## src/sv/ppgd_pkg.sv

```systemverilog
// Shared types, constants and helpers for the sensor FIFO drain controller.
`timescale 1ns / 1ps
package ppgd_pkg;

  localparam int FIFO_DEPTH    = 32;
  localparam int BURST_SAMPLES = 5;
  localparam int SAMPLE_BYTES  = 6;
  localparam int BURST_BYTES   = BURST_SAMPLES * SAMPLE_BYTES;
  localparam int QDEPTH        = 2;

  // input action codes
  localparam logic [1:0] ACT_START = 2'd0;
  localparam logic [1:0] ACT_BYTE  = 2'd1;
  localparam logic [1:0] ACT_DONE  = 2'd2;

  // sensor registers and mode bits
  localparam logic [7:0] REG_STATUS   = 8'h00;
  localparam logic [7:0] REG_WR_PTR   = 8'h04;
  localparam logic [7:0] REG_OVF      = 8'h05;
  localparam logic [7:0] REG_RD_PTR   = 8'h06;
  localparam logic [7:0] REG_DATA     = 8'h07;
  localparam logic [7:0] REG_MODE     = 8'h09;
  localparam logic [7:0] MODE_STOP    = 8'h80;
  localparam logic [7:0] MODE_RUN     = 8'h7f;

  typedef enum logic [1:0] {
    K_READ,
    K_WRITE,
    K_SAMPLE,
    K_SUMMARY
  } kind_e;

  typedef enum logic [3:0] {
    PH_IDLE,
    PH_D_STAT,
    PH_D_PTR,
    PH_D_BURST,
    PH_R_MODE,
    PH_R_STOP,
    PH_R_P0,
    PH_R_P1,
    PH_R_P2,
    PH_R_STAT_OK,
    PH_R_STAT_BAD,
    PH_R_RES_OK,
    PH_R_RES_BAD
  } phase_e;

  typedef logic [BURST_SAMPLES-1:0][SAMPLE_BYTES-1:0][7:0] burst_t;

  // work handed from front to back: some samples, then one closing item
  typedef struct packed {
    logic [2:0] n_smp;
    burst_t     smp;
    kind_e      kind;
    logic [7:0] addr;
    logic [7:0] wval;
    logic [4:0] rlen;
    logic [5:0] cnt;
    logic [5:0] lost;
    logic       disc;
    logic       io;
  } job_t;

  function automatic logic [2:0] min_burst(input logic [5:0] n);
    return (n < 6'(BURST_SAMPLES)) ? n[2:0] : 3'(BURST_SAMPLES);
  endfunction

  function automatic logic [4:0] burst_len(input logic [2:0] s);
    return 5'({s, 2'b00}) + 5'({s, 1'b0});
  endfunction

  function automatic job_t mk_read(input logic [7:0] a, input logic [4:0] len);
    job_t j;
    j      = '0;
    j.kind = K_READ;
    j.addr = a;
    j.rlen = len;
    return j;
  endfunction

  function automatic job_t mk_write(input logic [7:0] a, input logic [7:0] v);
    job_t j;
    j      = '0;
    j.kind = K_WRITE;
    j.addr = a;
    j.wval = v;
    return j;
  endfunction

  function automatic job_t mk_summary(input logic [5:0] c, input logic [5:0] l,
                                      input logic d, input logic e);
    job_t j;
    j      = '0;
    j.kind = K_SUMMARY;
    j.cnt  = c;
    j.lost = l;
    j.disc = d;
    j.io   = e;
    return j;
  endfunction

endpackage

```

## src/sv/ppgd_front.sv

```systemverilog
// Front end: accepts transactions, tracks drain/recovery phase, builds jobs.
`timescale 1ns / 1ps
module ppgd_front (
  input  logic             clk_i,
  input  logic             rst_ni,
  input  logic             in_valid_i,
  output logic             in_ready_o,
  input  logic [1:0]       action_i,
  input  logic             continuity_unknown_i,
  input  logic [7:0]       capacity_i,
  input  logic [7:0]       read_byte_i,
  input  logic             bus_ok_i,
  output logic             job_valid_o,
  input  logic             job_ready_i,
  output ppgd_pkg::job_t   job_o
);

  ppgd_pkg::phase_e phase_q, phase_d;
  logic             rp_q;
  logic [7:0]       mode_q, status_q;
  logic [2:0][7:0]  ptr_q;
  logic [5:0]       unread_q, deliv_q, cap_q, flost_q;
  logic             fio_q;
  logic [4:0]       bidx_q;
  logic [2:0]       pos_q, smp_q;
  ppgd_pkg::burst_t burst_q;

  logic       acc, is_start, is_byte, is_done;
  logic [5:0] left, dnew, left2;
  logic [2:0] s_cur, s_next, s_cp;
  logic       done;
  logic [4:0] cp_ovf, cp_diff;
  logic [5:0] cp_unread, cp_lost;
  logic       cp_fault;

  logic           push, bf, bf_io, er, er_ok, rd;
  logic [5:0]     bf_lost;
  ppgd_pkg::job_t job;

  assign acc        = in_valid_i & job_ready_i;
  assign in_ready_o = job_ready_i;
  assign is_start   = acc && action_i == ppgd_pkg::ACT_START;
  assign is_byte    = acc && action_i == ppgd_pkg::ACT_BYTE;
  assign is_done    = acc && action_i == ppgd_pkg::ACT_DONE;

  // burst bookkeeping
  assign left   = unread_q - deliv_q;
  assign s_cur  = ppgd_pkg::min_burst(left);
  assign dnew   = deliv_q + {3'b000, s_cur};
  assign done   = dnew >= unread_q;
  assign left2  = unread_q - dnew;
  assign s_next = ppgd_pkg::min_burst(left2);

  // pointer check
  assign cp_ovf    = ptr_q[1][4:0];
  assign cp_diff   = ptr_q[0][4:0] - ptr_q[2][4:0];
  assign cp_unread = (cp_diff == 5'd0 && status_q[7]) ? 6'(ppgd_pkg::FIFO_DEPTH)
                                                      : {1'b0, cp_diff};
  assign cp_fault  = status_q[0] || cp_ovf != 5'd0 || cp_unread > cap_q;
  assign cp_lost   = status_q[0]      ? 6'd1 :
                     cp_ovf != 5'd0   ? {1'b0, cp_ovf} + 6'(ppgd_pkg::FIFO_DEPTH) :
                                        cp_unread;
  assign s_cp      = ppgd_pkg::min_burst(cp_unread);

  // next phase
  always_comb begin
    phase_d = phase_q;
    if (is_start) begin
      if (phase_q == ppgd_pkg::PH_IDLE && capacity_i != 8'd0) begin
        phase_d = (rp_q || continuity_unknown_i) ? ppgd_pkg::PH_R_MODE
                                                 : ppgd_pkg::PH_D_STAT;
      end
    end else if (is_done) begin
      unique case (phase_q)
        ppgd_pkg::PH_D_STAT:
          phase_d = bus_ok_i ? ppgd_pkg::PH_D_PTR : ppgd_pkg::PH_R_MODE;
        ppgd_pkg::PH_D_PTR: begin
          if (!bus_ok_i || cp_fault)   phase_d = ppgd_pkg::PH_R_MODE;
          else if (cp_unread == 6'd0)  phase_d = ppgd_pkg::PH_IDLE;
          else                         phase_d = ppgd_pkg::PH_D_BURST;
        end
        ppgd_pkg::PH_D_BURST: begin
          if (!bus_ok_i) phase_d = ppgd_pkg::PH_R_MODE;
          else if (done) phase_d = ppgd_pkg::PH_IDLE;
          else           phase_d = ppgd_pkg::PH_D_BURST;
        end
        ppgd_pkg::PH_R_MODE:
          phase_d = bus_ok_i ? ppgd_pkg::PH_R_STOP : ppgd_pkg::PH_IDLE;
        ppgd_pkg::PH_R_STOP:
          phase_d = bus_ok_i ? ppgd_pkg::PH_R_P0 : ppgd_pkg::PH_IDLE;
        ppgd_pkg::PH_R_P0:
          phase_d = bus_ok_i ? ppgd_pkg::PH_R_P1 : ppgd_pkg::PH_R_STAT_BAD;
        ppgd_pkg::PH_R_P1:
          phase_d = bus_ok_i ? ppgd_pkg::PH_R_P2 : ppgd_pkg::PH_R_STAT_BAD;
        ppgd_pkg::PH_R_P2:
          phase_d = bus_ok_i ? ppgd_pkg::PH_R_STAT_OK : ppgd_pkg::PH_R_STAT_BAD;
        ppgd_pkg::PH_R_STAT_OK:
          phase_d = bus_ok_i ? ppgd_pkg::PH_R_RES_OK : ppgd_pkg::PH_R_RES_BAD;
        ppgd_pkg::PH_R_STAT_BAD:
          phase_d = ppgd_pkg::PH_R_RES_BAD;
        ppgd_pkg::PH_R_RES_OK,
        ppgd_pkg::PH_R_RES_BAD:
          phase_d = ppgd_pkg::PH_IDLE;
        default: phase_d = phase_q;
      endcase
    end
  end

  // job built for each transaction that yields results
  always_comb begin
    push    = 1'b0;
    job     = ppgd_pkg::mk_summary(6'd0, 6'd0, 1'b0, 1'b0);
    bf      = 1'b0;
    bf_lost = 6'd1;
    bf_io   = 1'b0;
    er      = 1'b0;
    er_ok   = 1'b0;
    if (is_start) begin
      if (phase_q == ppgd_pkg::PH_IDLE) begin
        push = 1'b1;
        if (capacity_i == 8'd0) begin
          job = ppgd_pkg::mk_summary(6'd0, 6'd0, 1'b0, 1'b0);
        end else if (rp_q || continuity_unknown_i) begin
          bf    = 1'b1;
          bf_io = rp_q;
          job   = ppgd_pkg::mk_read(ppgd_pkg::REG_MODE, 5'd1);
        end else begin
          job = ppgd_pkg::mk_read(ppgd_pkg::REG_STATUS, 5'd1);
        end
      end
    end else if (is_done) begin
      unique case (phase_q)
        ppgd_pkg::PH_D_STAT: begin
          push = 1'b1;
          if (bus_ok_i) begin
            job = ppgd_pkg::mk_read(ppgd_pkg::REG_WR_PTR, 5'd3);
          end else begin
            bf    = 1'b1;
            bf_io = 1'b1;
            job   = ppgd_pkg::mk_read(ppgd_pkg::REG_MODE, 5'd1);
          end
        end
        ppgd_pkg::PH_D_PTR: begin
          push = 1'b1;
          if (!bus_ok_i || cp_fault) begin
            bf      = 1'b1;
            bf_io   = !bus_ok_i || status_q[0];
            bf_lost = !bus_ok_i ? 6'd1 : cp_lost;
            job     = ppgd_pkg::mk_read(ppgd_pkg::REG_MODE, 5'd1);
          end else if (cp_unread == 6'd0) begin
            job = ppgd_pkg::mk_summary(6'd0, 6'd0, 1'b0, 1'b0);
          end else begin
            job = ppgd_pkg::mk_read(ppgd_pkg::REG_DATA, ppgd_pkg::burst_len(s_cp));
          end
        end
        ppgd_pkg::PH_D_BURST: begin
          push = 1'b1;
          if (!bus_ok_i) begin
            bf      = 1'b1;
            bf_io   = 1'b1;
            bf_lost = (unread_q == 6'd0) ? 6'd1 : unread_q;
            job     = ppgd_pkg::mk_read(ppgd_pkg::REG_MODE, 5'd1);
          end else begin
            if (done) job = ppgd_pkg::mk_summary(dnew, 6'd0, 1'b0, 1'b0);
            else      job = ppgd_pkg::mk_read(ppgd_pkg::REG_DATA,
                                              ppgd_pkg::burst_len(s_next));
            job.n_smp = s_cur;
            job.smp   = burst_q;
          end
        end
        ppgd_pkg::PH_R_MODE: begin
          push = 1'b1;
          if (bus_ok_i) job = ppgd_pkg::mk_write(ppgd_pkg::REG_MODE,
                                                 mode_q | ppgd_pkg::MODE_STOP);
          else          er  = 1'b1;
        end
        ppgd_pkg::PH_R_STOP: begin
          push = 1'b1;
          if (bus_ok_i) job = ppgd_pkg::mk_write(ppgd_pkg::REG_WR_PTR, 8'd0);
          else          er  = 1'b1;
        end
        ppgd_pkg::PH_R_P0: begin
          push = 1'b1;
          if (bus_ok_i) job = ppgd_pkg::mk_write(ppgd_pkg::REG_OVF, 8'd0);
          else          job = ppgd_pkg::mk_read(ppgd_pkg::REG_STATUS, 5'd1);
        end
        ppgd_pkg::PH_R_P1: begin
          push = 1'b1;
          if (bus_ok_i) job = ppgd_pkg::mk_write(ppgd_pkg::REG_RD_PTR, 8'd0);
          else          job = ppgd_pkg::mk_read(ppgd_pkg::REG_STATUS, 5'd1);
        end
        ppgd_pkg::PH_R_P2: begin
          push = 1'b1;
          job  = ppgd_pkg::mk_read(ppgd_pkg::REG_STATUS, 5'd1);
        end
        ppgd_pkg::PH_R_STAT_OK,
        ppgd_pkg::PH_R_STAT_BAD: begin
          push = 1'b1;
          job  = ppgd_pkg::mk_write(ppgd_pkg::REG_MODE, mode_q & ppgd_pkg::MODE_RUN);
        end
        ppgd_pkg::PH_R_RES_OK,
        ppgd_pkg::PH_R_RES_BAD: begin
          push  = 1'b1;
          er    = 1'b1;
          er_ok = phase_q == ppgd_pkg::PH_R_RES_OK && bus_ok_i;
        end
        default: push = 1'b0;
      endcase
      if (er) job = ppgd_pkg::mk_summary(6'd0, flost_q, 1'b1, fio_q | !er_ok);
    end
  end

  assign rd          = push && job.kind == ppgd_pkg::K_READ;
  assign job_valid_o = push;
  assign job_o       = job;

  always_ff @(posedge clk_i or negedge rst_ni) begin
    if (!rst_ni) begin
      phase_q  <= ppgd_pkg::PH_IDLE;
      rp_q     <= 1'b0;
      mode_q   <= '0;
      status_q <= '0;
      ptr_q    <= '0;
      unread_q <= '0;
      deliv_q  <= '0;
      cap_q    <= '0;
      flost_q  <= '0;
      fio_q    <= 1'b0;
      bidx_q   <= '0;
      pos_q    <= '0;
      smp_q    <= '0;
    end else begin
      phase_q <= phase_d;
      if (is_start && phase_q == ppgd_pkg::PH_IDLE && capacity_i != 8'd0) begin
        cap_q <= (capacity_i > 8'(ppgd_pkg::FIFO_DEPTH)) ? 6'(ppgd_pkg::FIFO_DEPTH)
                                                         : capacity_i[5:0];
      end
      if (bf) begin
        flost_q <= bf_lost;
        fio_q   <= bf_io;
      end
      if (er) rp_q <= !er_ok;
      if (is_done && phase_q == ppgd_pkg::PH_D_PTR && bus_ok_i && !cp_fault) begin
        unread_q <= cp_unread;
        deliv_q  <= '0;
      end
      if (is_done && phase_q == ppgd_pkg::PH_D_BURST && bus_ok_i) deliv_q <= dnew;
      if (rd) begin
        bidx_q <= '0;
        pos_q  <= '0;
        smp_q  <= '0;
      end else if (is_byte && (phase_q == ppgd_pkg::PH_D_STAT ||
                               phase_q == ppgd_pkg::PH_D_PTR ||
                               phase_q == ppgd_pkg::PH_D_BURST ||
                               phase_q == ppgd_pkg::PH_R_MODE)) begin
        if (phase_q == ppgd_pkg::PH_D_STAT && bidx_q == 5'd0) status_q <= read_byte_i;
        if (phase_q == ppgd_pkg::PH_R_MODE && bidx_q == 5'd0) mode_q   <= read_byte_i;
        if (phase_q == ppgd_pkg::PH_D_PTR && bidx_q < 5'd3) ptr_q[bidx_q[1:0]] <= read_byte_i;
        if (bidx_q < 5'd31) bidx_q <= bidx_q + 5'd1;
        if (bidx_q < 5'(ppgd_pkg::BURST_BYTES)) begin
          if (pos_q == 3'(ppgd_pkg::SAMPLE_BYTES - 1)) begin
            pos_q <= '0;
            smp_q <= smp_q + 3'd1;
          end else begin
            pos_q <= pos_q + 3'd1;
          end
        end
      end
    end
  end

  // burst buffer: zeroed when a data read is issued, filled byte by byte
  always_ff @(posedge clk_i) begin
    if (rd && phase_d == ppgd_pkg::PH_D_BURST) begin
      burst_q <= '0;
    end else if (is_byte && phase_q == ppgd_pkg::PH_D_BURST &&
                 bidx_q < 5'(ppgd_pkg::BURST_BYTES)) begin
      burst_q[smp_q][pos_q] <= read_byte_i;
    end
  end

  a_burst_left: assert property (@(posedge clk_i) disable iff (!rst_ni)
    phase_q == ppgd_pkg::PH_D_BURST |-> deliv_q < unread_q)
    else $error("burst phase with nothing left to drain");

  a_fault_lost: assert property (@(posedge clk_i) disable iff (!rst_ni)
    bf |=> flost_q != 6'd0)
    else $error("fault recorded with zero lost samples");

endmodule

```

## src/sv/ppgd_queue.sv

```systemverilog
// Two-entry job queue between front and back.
`timescale 1ns / 1ps
module ppgd_queue (
  input  logic           clk_i,
  input  logic           rst_ni,
  input  logic           wr_valid_i,
  output logic           wr_ready_o,
  input  ppgd_pkg::job_t wr_data_i,
  output logic           rd_valid_o,
  input  logic           rd_ready_i,
  output ppgd_pkg::job_t rd_data_o
);

  ppgd_pkg::job_t slot_q [ppgd_pkg::QDEPTH];
  logic           wp_q, rp_q;
  logic [1:0]     cnt_q;
  logic           wr, rd;

  assign wr_ready_o = cnt_q != 2'(ppgd_pkg::QDEPTH);
  assign rd_valid_o = cnt_q != 2'd0;
  assign rd_data_o  = slot_q[rp_q];
  assign wr         = wr_valid_i & wr_ready_o;
  assign rd         = rd_valid_o & rd_ready_i;

  always_ff @(posedge clk_i) begin
    if (wr) slot_q[wp_q] <= wr_data_i;
  end

  always_ff @(posedge clk_i or negedge rst_ni) begin
    if (!rst_ni) begin
      wp_q  <= 1'b0;
      rp_q  <= 1'b0;
      cnt_q <= '0;
    end else begin
      if (wr) wp_q <= ~wp_q;
      if (rd) rp_q <= ~rp_q;
      cnt_q <= cnt_q + 2'(wr) - 2'(rd);
    end
  end

  a_cnt_bound: assert property (@(posedge clk_i) disable iff (!rst_ni)
    cnt_q <= 2'(ppgd_pkg::QDEPTH))
    else $error("queue count out of range");

endmodule

```

## src/sv/ppgd_back.sv

```systemverilog
// Back end: expands a job into sample items and its closing item.
`timescale 1ns / 1ps
module ppgd_back (
  input  logic           clk_i,
  input  logic           rst_ni,
  input  logic           job_valid_i,
  output logic           job_ready_o,
  input  ppgd_pkg::job_t job_i,
  output logic           out_valid_o,
  input  logic           out_ready_i,
  output logic [1:0]     kind_o,
  output logic [7:0]     reg_address_o,
  output logic [7:0]     write_value_o,
  output logic [4:0]     read_length_o,
  output logic [17:0]    red_o,
  output logic [17:0]    infrared_o,
  output logic [5:0]     sample_count_o,
  output logic [5:0]     drop_count_o,
  output logic           discontinuity_o,
  output logic           bus_fault_o,
  output logic           last_o
);

  logic        out_valid_q;
  logic [2:0]  idx_q;
  logic        load, take, is_tail;
  logic [ppgd_pkg::SAMPLE_BYTES*8-1:0] cur;

  ppgd_pkg::kind_e kind_q;
  logic [7:0]  addr_q, wval_q;
  logic [4:0]  rlen_q;
  logic [17:0] red_q, ir_q;
  logic [5:0]  cnt_q, lost_q;
  logic        disc_q, io_q, last_q;

  assign load        = !out_valid_q || out_ready_i;
  assign is_tail     = idx_q >= job_i.n_smp;
  assign take        = load && job_valid_i;
  assign job_ready_o = take && is_tail;
  assign cur         = job_i.smp[idx_q];

  always_ff @(posedge clk_i or negedge rst_ni) begin
    if (!rst_ni) begin
      out_valid_q <= 1'b0;
      idx_q       <= '0;
    end else begin
      if (take)             out_valid_q <= 1'b1;
      else if (out_ready_i) out_valid_q <= 1'b0;
      if (take) idx_q <= is_tail ? 3'd0 : idx_q + 3'd1;
    end
  end

  // byte 0 sits in the low lane of each sample word
  always_ff @(posedge clk_i) begin
    if (take) begin
      if (is_tail) begin
        kind_q <= job_i.kind;
        addr_q <= job_i.addr;
        wval_q <= job_i.wval;
        rlen_q <= job_i.rlen;
        red_q  <= '0;
        ir_q   <= '0;
        cnt_q  <= job_i.cnt;
        lost_q <= job_i.lost;
        disc_q <= job_i.disc;
        io_q   <= job_i.io;
        last_q <= 1'b1;
      end else begin
        kind_q <= ppgd_pkg::K_SAMPLE;
        addr_q <= '0;
        wval_q <= '0;
        rlen_q <= '0;
        red_q  <= {cur[1:0], cur[15:8], cur[23:16]};
        ir_q   <= {cur[25:24], cur[39:32], cur[47:40]};
        cnt_q  <= '0;
        lost_q <= '0;
        disc_q <= 1'b0;
        io_q   <= 1'b0;
        last_q <= 1'b0;
      end
    end
  end

  assign out_valid_o     = out_valid_q;
  assign kind_o          = kind_q;
  assign reg_address_o   = addr_q;
  assign write_value_o   = wval_q;
  assign read_length_o   = rlen_q;
  assign red_o           = red_q;
  assign infrared_o      = ir_q;
  assign sample_count_o  = cnt_q;
  assign drop_count_o    = lost_q;
  assign discontinuity_o = disc_q;
  assign bus_fault_o     = io_q;
  assign last_o          = last_q;

  a_sample_not_last: assert property (@(posedge clk_i) disable iff (!rst_ni)
    out_valid_q && kind_q == ppgd_pkg::K_SAMPLE |-> !last_q)
    else $error("sample item marked last");

  a_idx_range: assert property (@(posedge clk_i) disable iff (!rst_ni)
    idx_q <= 3'(ppgd_pkg::BURST_SAMPLES))
    else $error("sample index past burst");

endmodule

```

## src/sv/ppg_sensor_fifo_drain_controller.sv

```systemverilog
// Flow: an input transaction's job is written into the queue at its accepting edge and is
//   loaded from there into the output register once the back end can take it.
// Throughput: one input transaction per cycle, one result per cycle at the output register
//   while out_ready_i is high; a burst yields up to six results, buffered in a 2-job queue.
// Input ready drops only while that queue is full.
// Reset: rst_ni is asynchronous, active low; clears phase, flags, counters; no clearing pass.
`timescale 1ns / 1ps
module ppg_sensor_fifo_drain_controller (
  input  logic        clk_i,
  input  logic        rst_ni,
  input  logic        in_valid_i,
  output logic        in_ready_o,
  input  logic [1:0]  action_i,
  input  logic        continuity_unknown_i,
  input  logic [7:0]  capacity_i,
  input  logic [7:0]  read_byte_i,
  input  logic        bus_ok_i,
  output logic        out_valid_o,
  input  logic        out_ready_i,
  output logic [1:0]  kind_o,
  output logic [7:0]  reg_address_o,
  output logic [7:0]  write_value_o,
  output logic [4:0]  read_length_o,
  output logic [17:0] red_o,
  output logic [17:0] infrared_o,
  output logic [5:0]  sample_count_o,
  output logic [5:0]  drop_count_o,
  output logic        discontinuity_o,
  output logic        bus_fault_o,
  output logic        last_o
);

  // front -> queue
  logic           fq_valid, fq_ready;
  ppgd_pkg::job_t fq_job;
  // queue -> back
  logic           qb_valid, qb_ready;
  ppgd_pkg::job_t qb_job;

  // front: owns all drain/recovery state, one transaction per cycle while the queue has room
  ppgd_front u_front (
    .clk_i                (clk_i),
    .rst_ni               (rst_ni),
    .in_valid_i           (in_valid_i),
    .in_ready_o           (in_ready_o),
    .action_i             (action_i),
    .continuity_unknown_i (continuity_unknown_i),
    .capacity_i           (capacity_i),
    .read_byte_i          (read_byte_i),
    .bus_ok_i             (bus_ok_i),
    .job_valid_o          (fq_valid),
    .job_ready_i          (fq_ready),
    .job_o                (fq_job)
  );

  // decouples front from a stalled output
  ppgd_queue u_queue (
    .clk_i      (clk_i),
    .rst_ni     (rst_ni),
    .wr_valid_i (fq_valid),
    .wr_ready_o (fq_ready),
    .wr_data_i  (fq_job),
    .rd_valid_o (qb_valid),
    .rd_ready_i (qb_ready),
    .rd_data_o  (qb_job)
  );

  // back: serializes samples then the closing command or summary
  ppgd_back u_back (
    .clk_i           (clk_i),
    .rst_ni          (rst_ni),
    .job_valid_i     (qb_valid),
    .job_ready_o     (qb_ready),
    .job_i           (qb_job),
    .out_valid_o     (out_valid_o),
    .out_ready_i     (out_ready_i),
    .kind_o          (kind_o),
    .reg_address_o   (reg_address_o),
    .write_value_o   (write_value_o),
    .read_length_o   (read_length_o),
    .red_o           (red_o),
    .infrared_o      (infrared_o),
    .sample_count_o  (sample_count_o),
    .drop_count_o    (drop_count_o),
    .discontinuity_o (discontinuity_o),
    .bus_fault_o     (bus_fault_o),
    .last_o          (last_o)
  );

endmodule

```

## config.mk

```make
export PLATFORM = sky130hd
export DESIGN_NAME = ppg_sensor_fifo_drain_controller
export DESIGN_NICKNAME = d
export VERILOG_FILES = /design/src/sv/ppgd_pkg.sv /design/src/sv/ppgd_front.sv /design/src/sv/ppgd_queue.sv /design/src/sv/ppgd_back.sv /design/src/sv/ppg_sensor_fifo_drain_controller.sv
export SDC_FILE = /design/constraint.sdc
export NUM_CORES = 1
export LEC_CHECK = 0
export BUFFER_PORTS_ARGS = -buffer_cell sky130_fd_sc_hd__clkbuf_2
export CORE_MARGIN = 8
export CORE_UTILIZATION = 60
export DETAILED_ROUTE_END_ITERATION = 10
export PLACE_DENSITY = 0.77
export REMOVE_ABC_BUFFERS = 1
export SYNTH_ARGS = -nofsm -noshare
export SYNTH_HDL_FRONTEND = slang
export SYNTH_SLANG_ARGS = --single-unit
```

## constraint.sdc

```tcl
create_clock -name clk_i -period 15.5 [get_ports clk_i]
set_input_delay 0 -clock clk_i [delete_from_list [all_inputs] [get_ports clk_i]]
set_output_delay 0 -clock clk_i [all_outputs]
set_load 0.02 [all_outputs]
```

==> impl_metrics.toml <==
[run_status]
status = "finished clean"

[critical_path]
reg2reg_depth = 24
timing.rr.end = "u_front.burst_q[90]"
crit_path_end_kind = "register"
cp.arrival_ns = 7.74
critical_path_buf_inv_count = 6
worstPathCellList = "inv_1 > ha_1 > inv_1 > fa_1 > and3_1 > or3_1 > a221o_1 > nor2_4 > nand2_1 > fa_1 > inv_1 > fa_1 > nor2b_1 > o21ai_0 > or4_1 > o31a_1 > a21oi_1 > nor2_1 > a21oi_2 > inv_2 > a21oi_4 > buf_4 > buf_4 > a21oi_1"
crit_required_ns = 15.96
max_stage_delay_ns = 0.63
timing.rr.start = "u_front.unread_q[0]"
cp_max_fo = 63
cp_top_family = "compound AO/OA/AOI/OAI gates"
crit_type = "register to register"
reg2reg_slack_ns = 8.22
cp_slowest_cell = "buf_4"
startpoint_type = "register"

[clock_network]
cts_hold_buf = 18
cts_made_buffers = 75
cts_resized = 0
clk_pin_slew_ns = 0.07
h-tree-depth = 3
clockBufferDepth = 3
cts_tree = "built"
post_cts_buffers = 0
cts_num_sinks = 755
cts_root_buffer = "clkbuf_16"
clk-insertion-delay-late_ns = 0.61

[worst_hold_path]
hold_path_depth = 6
hp-start = "in_valid_i"
hold_class = "primary input to register"
min_to = "u_front.phase_q[0]"

[drt]
vias_per_cell = 6.01
vias = 19462
drc = 0
firstDrtPassIters = 6
drtAntennaViolNets = 0
wire_per_inst_um = 21.8
finalWirelength_um = 70700
drt_iter0_drc = 1841

[finish]
finalNetCount = 2555
seq_area_sq_um = 20500
multi_input_area_sq_um = 10400
drive_gt1_share_pct = 13.8
areaGrowthSynthToFinish_pct = 11.5
fillerInstances = 3640
n_antenna_cell = 0
post-route-util_pct = 67.3
finalNonFillerCells = 3240

[timing]
drv_slew = 0
min_period_over_period_pct = 47.0
finalSetupViolCount = 0
rsz0062_at_grt = "no"
worst_slew_pin_slew_ns = 1.19
relSlewSlack_pct = 20.7
fmax_mhz = 137
finalClockSkew_ns = 0.0188
finalHoldViolCount = 0
fin_crit_ns = 7.28
finalSetupTns_ns = 0

[grt]
grtUsageTotal_pct = 23.3
grt_pass1_vias = 19674
antenna_found_initial = 0
grt_start_max_net_pins = 190
overflow = 0
grt_pass1_wl_um = 110000

[power_and_ir_drop]
share_seq_of_total_power_pct = 40.7
p_sw_mw = 2.17
combPwrFrac_pct = 31.8
p_total_mw = 6.47
intPower_mw = 4.30
p_leak_nw = 13.1
peakVddDrop_uv = 167
swShare_pct = 33.5
p_clk_share_pct = 27.5
power_per_cell_area_nw_per_um2 = 184

[flow_run]
drv_cap = 0

[synthesis]
synth_xor_xnor_area_share_pct = 0.693
postSynth.asyncResetShare_pct = 9.67
synth.yosys.seq_area_share_pct = 64.9
yosysTopAreaCell = "edfxtp_1"
synth.mux.area_fraction_pct = 12.2
synth_flop_cell = "edfxtp_1"
syn_inst = 2412
synth.top_cells.by_area = "edfxtp_1 48%, dfxtp_1 11%, mux2i_1 5.9%, dfrtp_1 5.8%, mux4_2 5.1%"
synth_fa_ha_area_share_pct = 1.81
netlist.area_leader.share_pct = 47.7
yosysWarnings = 0
synthDistinctLibCells = 67
synth_compound_area_share_pct = 5.68
synth_top_family_by_area = "simple AND/OR/NAND/NOR gates"
yosys.area_share.simple_pct = 12.4
syn_area_per_cell_sq_um = 13.1
ys_ff_latch = 755
synth-edff-count = 502
syn_area_sq_um = 31600

[floorplan]
ioPinCount = 100
die_y_um = 245
die_w_um = 245
die_area_sq_um = 60200
rows = 84
core_area_sq_um = 52300
start_util_pct = 60.3

[placement]
dp_cells = 3082
hpwlAfterDp_um = 40900
gp_congestion = 0.872
port_buffers = 95
how the worst max path moves through the flow:
stage	startpoint	to	slack, ns	cells after the start
after floorplan	u_front.phase_q[1]	u_queue.slot_q[0][0]	4.40	6
after global placement	u_front.unread_q[0]	u_front.burst_q[238]	8.52	24
after detailed placement	u_front.unread_q[0]	u_front.burst_q[90]	8.33	24
after CTS	u_front.unread_q[0]	u_front.burst_q[90]	8.29	24
after global routing	u_front.unread_q[0]	u_front.burst_q[45]	7.71	24
final	u_front.unread_q[0]	u_front.burst_q[90]	8.22	24
power by group through the flow:
stage                     Clock, mW  Combinational, mW  Sequential [mW]
after global routing           1.88               2.23             2.66
after CTS                      1.80               2.07             2.63
after detailed placement          0               2.05             2.67
after floorplan                   0               1.31             2.90
final                          1.78               2.06             2.63
after global placement            0               2.01             2.65
per-layer routing:
metal	part of all wire (%)	GRT usage [%]	vias up
met5	0	0	-
met4	2.8	8.40	0
met3	6.3	3.39	146
met2	50	39.6	675
met1	41	30.4	9754
li1	-	-	8887
kinds of logic (layout without fill, tap and decap cells):
logic type,Yosys count,after routing
other,1,4
AO/OA/AOI/OAI,287,287
XOR/XNOR,25,25
buffers and inverters,179,316
multiplexers,290,290
flip-flops,755,755
adder cells (fa/ha/maj),42,42
AND/OR/NAND/NOR,833,833
Yosys cell counts (all sizes together), types with 9 or more instances:
cell type,instances
edfxtp,502
nand2,274
nor2,222
and2,202
mux2i,187
dfxtp,180
a21oi,149
clkbuf,99
dfrtp,73
mux4,72
nand3,48
buf,43
o22a,38
ha,36
inv,36
mux2,31
o21ai,29
nor3,20
xnor2,16
nor2b,12
nand4,9
xor2,9
through the flow:
| stage | setup slack (ns) | hold WS [ns] | area, sq um |
|---|---|---|---|
| 5_1_grt | 7.71 | 0.0565 | 35200 |
| 3_3_place_gp | 8.52 | 0.201 | 32600 |
| 6_report | 8.22 | 0.0537 | 35200 |
| 3_5_place_dp | 8.33 | 0.221 | 32600 |
| 4_1_cts | 8.29 | 0.00226 | 35200 |
| 2_1_floorplan | 4.40 | -0.296 | 31000 |
worst min-delay path: stages:
cell and delay [ns]:
clkbuf_2 0.09, nand2_1 0.07, nor2_1 0.11, nand2_1 0.08
a221oi_1 0.09, a31oi_1 0.17
registers in the layout, summed over array words and instances, names as in the netlist, 4 cells and up:
register / cells
u_front.unread_q: 6
u_front.burst_q: 180
u_back.read_length_o: 5
u_back.infrared_o: 18
u_front.cp_ovf: 5
u_front.ptr_q: 10
u_back.red_o: 18
u_queue.slot_q: 432
u_back.write_value_o: 8
u_front.deliv_q: 6
u_front.flost_q: 6
u_back.reg_address_o: 4
u_back.drop_count_o: 6
u_front.bidx_q: 5
u_back.sample_count_o: 6
u_front.cap_q: 6
u_front.mode_q: 7
u_front.phase_q: 4
final cells by class:
cell class | count | area share, %
sequential | 755 | 58.3
clock buffer | 112 | 6.07
multi-input combinational | 1481 | 29.6
clock inverter | 28 | 0.785
inverter | 37 | 0.398
tap | 688 | 2.44
timing repair buffer | 139 | 2.49
placed cells by master (no fill, tap or decap), types with 5 or more instances in the layout:
| cell | count |
|---|---|
| a21oi_1 | 146 |
| a2bb2oi_1 | 5 |
| a31oi_1 | 6 |
| and2_1 | 201 |
| and3_1 | 6 |
| buf_4 | 25 |
| clkbuf_1 | 27 |
| clkbuf_16 | 77 |
| clkbuf_2 | 94 |
| clkbuf_8 | 8 |
| clkinv_1 | 7 |
| clkinv_2 | 11 |
| dfrtp_1 | 69 |
| dfxtp_1 | 180 |
| dlygate4sd3_1 | 18 |
| edfxtp_1 | 502 |
| fa_1 | 6 |
| ha_1 | 36 |
| inv_1 | 33 |
| mux2_2 | 31 |
| mux2i_1 | 186 |
| mux4_2 | 72 |
| nand2_1 | 274 |
| nand2b_1 | 8 |
| nand3_1 | 48 |
| nand4_1 | 9 |
| nor2_1 | 219 |
| nor2b_1 | 12 |
| nor3_1 | 19 |
| nor4_1 | 7 |
| o21a_1 | 6 |
| o21ai_0 | 29 |
| o22a_1 | 38 |
| o22ai_1 | 8 |
| o2bb2ai_1 | 6 |
| xnor2_1 | 16 |
| xor2_1 | 9 |
Power figures use the tool's default switching activity.
